## config.mk

```make
export PLATFORM = sky130hd
export DESIGN_NAME = bmr90_merge
export DESIGN_NICKNAME = d
export VERILOG_FILES = /design/src/hdl/bmr90_pkg.sv /design/src/hdl/bmr90_merge.sv
export SDC_FILE = /design/constraint.sdc
export NUM_CORES = 1
export LEC_CHECK = 0
export CAP_MARGIN = 10
export CORE_MARGIN = 2
export CORE_UTILIZATION = 45
export CTS_CLUSTER_DIAMETER = 150
export DETAILED_ROUTE_END_ITERATION = 8
export DONT_BUFFER_PORTS = 1
export PLACE_DENSITY = 0.69
export SETUP_SLACK_MARGIN = 0.3
export SKIP_CTS_REPAIR_TIMING = 1
export SLEW_MARGIN = 25
export SYNTH_ARGS = -nofsm -noshare
export SYNTH_HDL_FRONTEND = slang
export SYNTH_SLANG_ARGS = --single-unit
```

## constraint.sdc

```tcl
create_clock -name clk -period 2.55 [get_ports clk]
set_input_delay 0.255 -clock clk [delete_from_list [all_inputs] [get_ports clk]]
set_output_delay 0.255 -clock clk [all_outputs]
set_load 0.01 [all_outputs]
```

## src/hdl/bmr90_pkg.sv

```systemverilog
package bmr90_pkg;

    localparam int PIX_W          = 8;
    localparam int LANES          = 8;
    localparam int SEL_W          = $clog2(PIX_W);
    localparam int ROW_W          = 8;
    localparam int COL_W          = 5;
    localparam int CFG_W          = 6;
    localparam int CFG_IDX_W      = 1;
    localparam int SIZE_LIMIT     = 32;
    localparam int MAX_WIDTH_DEF  = 256;
    localparam int MAX_HEIGHT_DEF = 256;

    typedef enum logic [CFG_IDX_W-1:0] {
        CFG_WIDTH_BYTES   = 1'b0,
        CFG_HEIGHT_GROUPS = 1'b1
    } cfg_reg_t;

    typedef enum logic {
        MODE_WRITE = 1'b0,
        MODE_READ  = 1'b1
    } mode_t;

    // Beat in flight between the lane memories and the output register.
    typedef struct packed {
        logic             valid;
        logic             rd_ok;
        logic             err;
        logic [SEL_W-1:0] bit_idx;
    } stage_t;

endpackage

```

## src/hdl/bmr90_merge.sv

```systemverilog
module bmr90_merge (
    input  logic                                        clk,
    input  logic                                        rst_n,
    input  bmr90_pkg::stage_t                           s1,
    input  logic [bmr90_pkg::LANES-1:0][bmr90_pkg::PIX_W-1:0] lane_data,
    input  logic                                        out_stall,
    output logic                                        advance,
    output logic                                        out_valid,
    output logic [bmr90_pkg::PIX_W-1:0]                 pixels_out,
    output logic                                        range_error
);
    import bmr90_pkg::*;

    logic             out_valid_reg;
    logic             out_valid_next;
    logic [PIX_W-1:0] pixels_reg;
    logic             err_reg;
    logic [PIX_W-1:0] merged;

    assign advance = s1.valid && (!out_valid_reg || !out_stall);

    // lane k holds row 8*group+k; its pixel lands in bit 7-k
    always_comb
    begin
        for (int k = 0; k < LANES; k++)
        begin
            merged[PIX_W-1-k] = lane_data[k][s1.bit_idx];
        end
    end

    always_comb
    begin
        out_valid_next = out_valid_reg;
        if (advance)
        begin
            out_valid_next = 1'b1;
        end
        else if (!out_stall)
        begin
            out_valid_next = 1'b0;
        end
    end

    always_ff @(posedge clk or negedge rst_n)
    begin
        if (!rst_n)
        begin
            out_valid_reg <= 1'b0;
        end
        else
        begin
            out_valid_reg <= out_valid_next;
        end
    end

    always_ff @(posedge clk)
    begin
        if (advance)
        begin
            pixels_reg <= s1.rd_ok ? merged : '0;
            err_reg    <= s1.err;
        end
    end

    assign out_valid   = out_valid_reg;
    assign pixels_out  = pixels_reg;
    assign range_error = err_reg;

endmodule

```

Word level (Yosys, flattened, before mapping)
Cells that the tools add are included.
{"block": "totals", "regBits": 10, "latch_bits": 0, "mem_bits_rw": 0, "mem_bits_ro": 0, "input_bits": 73, "word_cells": 27, "n_memories": 0}
{"block": "op_classes", "addsub": 0, "multipliers": 0, "n_div": 0, "magnitude_cmp": 1, "eq_ne": 1, "shift": 0, "mux": 18, "bitwise": 0, "reduce_logical": 4}
{"operator": "$bmux W1 S3", "count": 8}
{"operator": "$mux W1", "count": 10}
{"operator": "$lt A3 B4 Y1 const B", "count": 1}
{"operator": "$logic_not A1 Y1", "count": 2}
{"operator": "$ne A2 B1 Y1 const B", "count": 1}
{"operator": "$logic_and A1 B1 Y1", "count": 1}
{"operator": "$logic_or A1 B1 Y1", "count": 1}

Depth between registers and ports, before layout
Gate-level depths: netlist (run 1).
{"block": "logic_depth", "depth_word": 4, "mapped_depth": 5, "ltp_nobuf": 3}

Worst setup path before layout (run 1)
OpenSTA, ideal clock, no wires.
{"block": "synth_path", "path_type": "reg-to-reg", "startpoint": "register out_valid_reg, in the netlist out_valid", "endpoint": "register pixels_reg[0], in the netlist pixels_out[0], enable pin", "setup_ps": 399, "t_arrival_ps": 1348, "required_ps": 2151, "slack_ps": 802, "stages_incl_launch_ff": 2, "n_path_buf": 0, "period_less_slack_ps": 1748, "path_cell_list": "dfrtp_1 -> a21boi_0"}
{"block": "synth_via", "elab_chain_len": 3}
{"element": "from (decl)", "line": "bmr90_merge.sv:14", "rtl": "logic out_valid_reg;"}
{"element": "from (signal assigned)", "line": "bmr90_merge.sv:52", "rtl": "out_valid_reg <= out_valid_next;"}
{"element": "$logic_not A1 Y1", "line": "bmr90_merge.sv:20", "rtl": "assign advance = s1.valid && (!out_valid_reg || !out_stall);"}
{"element": "$logic_or A1 B1 Y1", "line": "bmr90_merge.sv:20"}
{"element": "$logic_and A1 B1 Y1", "line": "bmr90_merge.sv:20"}
{"element": "named net advance", "line": "bmr90_merge.sv:7", "rtl": "output logic advance,"}
{"element": "to (signal assigned)", "line": "bmr90_merge.sv:60", "rtl": "pixels_reg <= s1.rd_ok ? merged : '0;"}
{"element": "to (decl)", "line": "bmr90_merge.sv:16", "rtl": "logic [PIX_W-1:0] pixels_reg;"}
The timed path passes the listed nets, and every way through them passes these cells.
A chain may end at the register's enable or synchronous reset.

Worst setup path in the final report (run 1)
{"block": "layout_path", "startpoint": "register out_valid_reg, in the netlist out_valid", "endpoint": "register pixels_reg[1], in the netlist pixels_out[1], enable pin"}
Same word-level chain as after synthesis.

==> flow_summary.ini, run 1 <==
[cts]
clock_latency_ns = 0.25
clock_path_buffers = 2
tritoncts = yes
clockRootBuffer = clkbuf_4
cts.clk_slew.worst_paths_ns = 0.06
clock_sinks = 10
h-tree-depth = 1
numCtsBuffers = 3

[floorplanning]
io_pins = 84
die_h_um = 47.8
core_area_sq_um = 1760
start_util_pct = 48.9
rows = 15
die-area_sq_um = 2280
fp.dieW_um = 47.8

[finish]
fin_area_sq_um = 890
final_cells = 76
synthToLayoutAreaGrowth_pct = 3.04
layout.nets = 125
layout-drive-gt1-share_pct = 23.5
largest_reg_flops = 8
num_antenna_cells = 0
final.fill_count = 165

[power_and_ir_drop]
clockPowerShare_pct = 26.5
leakagePower_uw = 0.000335
switching_share_pct = 19.8
ir_drop_mv = 0.208
combPwrFrac_pct = 19.6
internal_power_uw = 303
switchingPower_uw = 75.0
p_per_area_nw_per_um2 = 425
sequentialPowerShare_pct = 54.0

[placement]
port_buffers = 0
dp.cells = 71
gp_congestion = 0.709
dpl_cell_area_sq_um = 853

[synthesis]
yosys.area_share.xor_xnor_pct = 0
synthSimpleGateAreaFrac_pct = 3.48
synth_top_family_by_area = multiplexers
syn_inst = 50
synth_area_sq_um = 863
synth_cell_type_count = 13
ys_ff_latch = 10
synth_fa_ha_area_share_pct = 0
yosys_warnings = 0
syn_area_per_cell_sq_um = 17.3
seq_area_frac_synth_pct = 34.2
muxShareOfSynthArea_pct = 54.5
synth_compound_area_share_pct = 1.74
synth_nets = 123

[hold_path]
hold_end = range_error
min_path_cells = 0
hold_start = s1[3]
hold_path.class = in -> reg

[worst_setup_path]
critical_path.max_fanout = 9
worstSetupStartpointType = flop
worstPathRequired_ns = 2.51
rr_startpoint = out_valid
critPathKind = reg -> reg
arrival_ns = 1.21
r2r_slack_ns = 1.30
rr_worst_depth = 2
r2r_end = pixels_out[1]
end_kind = flop

[global_routing]
grt_start_max_net_pins = 17
grt_overflow = 0
grt_antenna_before_repair = 0
grt_pass1_vias = 503
grt_pass1_wl_um = 2010
gr-usage-all-layers_pct = 12.7

[run]
drv_cap = 0

[sta]
rsz0062_at_grt = no
slew_headroom_pct = 78.6
timing.fmax_mhz = 800
skew_ns = 0.00271
fin_tns_setup_ns = 0
worstMarginPinSlew_ns = 0.320
hold_viol = 0
drv_slew = 0
whs_ns = 0.0964
setup_viol = 0
post-route-period-util_pct = 49.0
fin_crit_ns = 1.25

[detailed_routing]
remaining_drc_errors = 0
drt-wirelength-per-cell_um = 21.5
via_per_inst = 6.55
via_count = 498
dr.pass1.iters = 2
drtIter0Drc = 2
ant_nets = 0
drt-total-wl_um = 1640

[status]
status = complete, no violations
[kinds of logic after synthesis]
group | Yosys count
mux | 24
simple gates | 8
compound gates | 2
flops | 10
buf+inv | 6
[worst max-delay path by stage]
| stage | from | endpoint | slack [ns] | cells after the start |
|---|---|---|---|---|
| after detailed placement | s1[1] | pixels_out[0] | 1.27 | 3 |
| after global routing | out_valid | pixels_out[6] | 1.19 | 2 |
| final | out_valid | pixels_out[1] | 1.30 | 2 |
| after CTS | out_valid | pixels_out[1] | 1.29 | 2 |
| after global placement | out_valid | pixels_out[5] | 1.29 | 2 |
| after floorplan | out_valid | pixels_out[0] | 0.80 | 1 |
[metal layers]
layer / vias to the layer above / track usage (%) / share of wire [%] / wire, um
li1: 222 / - / - / -
met1: 227 / 13.1 / 33 / 546
met2: 49 / 23.5 / 54 / 891
met5: - / 0 / 0 / 0
met3: 0 / 4.15 / 12 / 198
met4: 0 / 4.86 / 0 / 0
[layout make-up]
cell class | instances | area [sq um] | area share [%]
clock inverters | 1 | 3.75 | 0.422
repair buffers | 2 | 17.5 | 1.97
well taps | 25 | 31.3 | 3.52
flip-flops and latches | 10 | 295 | 33.2
inverters | 1 | 3.75 | 0.422
clock buffers | 3 | 22.5 | 2.53
multi-input cells | 34 | 515 | 57.9
[synthesized netlist by cell type]
library cell / count / share of area [%]
nor2_1: 8 / 3.5
buf_4: 1 / 0.87
buf_6: 1 / 1.3
mux4_2: 8 / 21
inv_1: 1 / 0.43
buf_2: 2 / 1.2
buf_12: 1 / 2.3
mux4_1: 8 / 24
dfrtp_1: 1 / 2.9
mux2i_1: 8 / 9.3
edfxtp_1: 9 / 31
a21boi_0: 1 / 0.87
a21o_1: 1 / 0.87
[power by group through the flow]
stage | clock network, uW | logic, uW | registers (uW)
6_report | 100 | 74.0 | 204
5_1_grt | 111 | 81.3 | 206
4_1_cts | 105 | 73.9 | 204
3_5_place_dp | 0 | 73.9 | 208
3_3_place_gp | 0 | 71.8 | 207
2_1_floorplan | 0 | 81.9 | 206
[worst max-delay path, stage by stage, from the launching register on]
cell	delay, ns
dfrtp_1	0.42
a21boi_1	0.30
buf_4	0.24
[metrics by stage]
step                      total power (uW)  setup slack (ns)  utilization [%]
final                                  378              1.30             50.4
after global routing                   398              1.19             50.4
after CTS                              383              1.29             49.9
after detailed placement               281              1.27             48.4
after global placement                 279              1.29             48.4
after floorplan                        288             0.802                -
[cell usage in the layout (no fill, tap or decap)]
| master | netlist | routed |
|---|---|---|
| edfxtp_1 | 9 | 9 |
| mux4_2 | 8 | 8 |
| mux2i_1 | 8 | 8 |
| nor2_1 | 8 | 8 |
| mux4_1 | 8 | 8 |
| clkbuf_4 | 0 | 3 |
| a21boi_1 | 0 | 1 |
| inv_1 | 1 | 1 |
| a21o_1 | 1 | 1 |
| clkinv_1 | 0 | 1 |
| dlygate4sd3_1 | 0 | 1 |
| dfrtp_1 | 1 | 1 |
| buf_4 | 1 | 1 |
Note: power is estimated with default switching activity, not from simulation.
==> run 2, diff against run 1 <==
- ABC_AREA: unset -> 1
- CORE_ASPECT_RATIO: unset -> 1.75
- PLACE_DENSITY: 0.69 -> 0.71
- clock period: 2.55 -> 1 ns (I/O delays scaled with it)
==> flow_summary.ini, run 2 <==
[synthesis]
synth_area_sq_um = 1230
synthTopCellsByArea = nand2_1 25%, edfxtp_1 22%, inv_1 20%, nand3_1 16%, buf_6 5.5%
yosys_warnings = 0
synth_ff_type = edfxtp_1
synth_top_cell_area_share_pct = 25.1
synth_cell_type_count = 13
synth_edf_count = 9
synth.most_common_cell = nand2_1
synth_common_cells = 82 x nand2_1, 65 x inv_1, 40 x nand3_1
syn_area_per_cell_sq_um = 5.37
seq_area_frac_synth_pct = 24.0
syn_inst = 229
synthArstFlopShare_pct = 10.0
synth_nets = 302
yosysTopAreaCell = nand2_1
ys_ff_latch = 10

[floorplanning]
fp.dieW_um = 43.5
rows = 25
die_h_um = 73.1
start_util_pct = 46.2
core_area_sq_um = 2660
io_pins = 84
die-area_sq_um = 3180

[global_routing]
grt_overflow = 0
grt_pass1_vias = 1060
grt_antenna_before_repair = 0
grt_start_max_net_pins = 34
grt_pass1_wl_um = 4200
gr-usage-all-layers_pct = 17.1

[finish]
mostFrequentLayoutCell = nand2_1
largest_reg_flops = 8
final_core_util_pct = 48.6
final.fill_count = 296
num_antenna_cells = 0
layout.nets = 302
synthToLayoutAreaGrowth_pct = 5.09
layout-drive-gt1-share_pct = 5.26
mostFrequentLayoutCells = 82 x nand2_1, 65 x inv_1, 40 x nand3_1
final_cells = 255

[worst_setup_path]
critPathKind = reg -> out
worstPathRequired_ns = 0.90
critical_path.max_fanout = 6
worstSetupStartpointType = flop
rr_startpoint = out_valid
max_stage_delay_ns = 0.40
rr_worst_depth = 2
arrival_ns = 1.02
slowest_stage = dfrtp_1
r2r_end = pixels_out[4]
end_kind = output pin
r2r_slack_ns = -0.09
crit_chain = a21oi_4 > buf_6

[cts]
clock_latency_ns = 0.23
clock_path_buffers = 2
cts.clk_slew.worst_paths_ns = 0.04
numCtsBuffers = 3
clock_sinks = 10
h-tree-depth = 1
clockRootBuffer = clkbuf_8
tritoncts = yes

[sta]
whs_ns = -0.0197
post-route-period-util_pct = 112
fin_ws_ns = -0.119
worstMarginPinSlew_ns = 0.273
fin_crit_ns = 1.12
setup_viol = 9
hold_viol = 1
timing.fmax_mhz = 894
drv_slew = 0
rsz0062_at_grt = yes
skew_ns = 0.00223
slew_headroom_pct = 81.8

[status]
status = complete, but fails checks
violations = negative hold slack, negative setup slack

[placement]
dp.cells = 245
gp_congestion = 0.801
port_buffers = 0
hpwl_um = 2240

[power_and_ir_drop]
leakagePower_uw = 0.000840
p_per_area_nw_per_um2 = 972
ir_drop_mv = 0.461

[detailed_routing]
drt-total-wl_um = 2870
remaining_drc_errors = 0
via_count = 1263
drt-wirelength-per-cell_um = 11.2
drtIter0Drc = 29
dr.pass1.iters = 4
ant_nets = 0
via_per_inst = 4.95

[hold_path]
hold_start = out_stall
hold_path.class = in -> reg
hold_end = out_valid
min_path_cells = 2

[run]
drv_cap = 0
==> run 2: where the power goes <==
group	leakage, uW	switching (uW)	internal (uW)
clock network	0.0000228	142	278
registers	0.0000987	21.8	495
logic	0.000719	179	140
==> run 2: worst max path at each step <==
stage / slack [ns] / startpoint / depth (start not counted) / to
final: -0.12 / out_valid / 2 / advance
after global routing: -0.14 / out_valid / 2 / advance
after CTS: -0.21 / out_valid / 2 / advance
after detailed placement: -0.02 / out_valid / 1 / pixels_out[1]
after global placement: -0.006 / out_valid / 1 / pixels_out[1]
after floorplan: -0.07 / out_valid / 1 / pixels_out[0]
==> run 2: final cells by class <==
class / instances / area (sq um) / area share (%)
clock buffer: 4 / 45.0 / 3.49
inverter: 67 / 264 / 20.4
sequential: 10 / 295 / 22.9
multi-input combinational: 139 / 584 / 45.3
timing repair buffer: 8 / 68.8 / 5.33
tap: 27 / 33.8 / 2.62
==> run 2: per-stage QoR <==
stage	hold WS (ns)	total power, uW	cell area [sq um]	setup TNS, ns	worst slack, ns
6_report	-0.0197	1260	1290	-0.857	-0.119
5_1_grt	0.00486	1320	1290	-1.04	-0.141
4_1_cts	-0.436	1230	1230	-0.400	-0.210
3_5_place_dp	-0.196	820	1180	-0.164	-0.0184
3_3_place_gp	-0.196	817	1180	-0.0527	-0.00604
2_1_floorplan	-0.196	832	1250	-0.636	-0.0707
==> run 2: kinds of logic (layout without fill, tap and decap cells) <==
group | count (synthesis) | in the layout | share of synthesized area [%]
AOI/OAI and AO/OA | 1 | 1 | 0.407
DFF | 10 | 10 | 24.0
buffers and inverters | 80 | 79 | 29.3
and+or+nand+nor | 138 | 138 | 46.2
==> run 2: worst max-delay path: cells and delay by family (launching register included) <==
kind                   cells  cell delay [ns]
AOI/OAI and AO/OA          1             0.25
buffers and inverters      1             0.14
DFF                        1             0.40
==> run 2: per-layer routing <==
metal	global-route usage, %	share of wire (%)	wire length [um]	up-vias
met3	2.97	4.0	116	4
li1	-	-	-	656
met2	33.5	57	1650	53
met1	17.2	37	1070	550
met5	0	0	0	-
met4	6.06	1.0	29	0
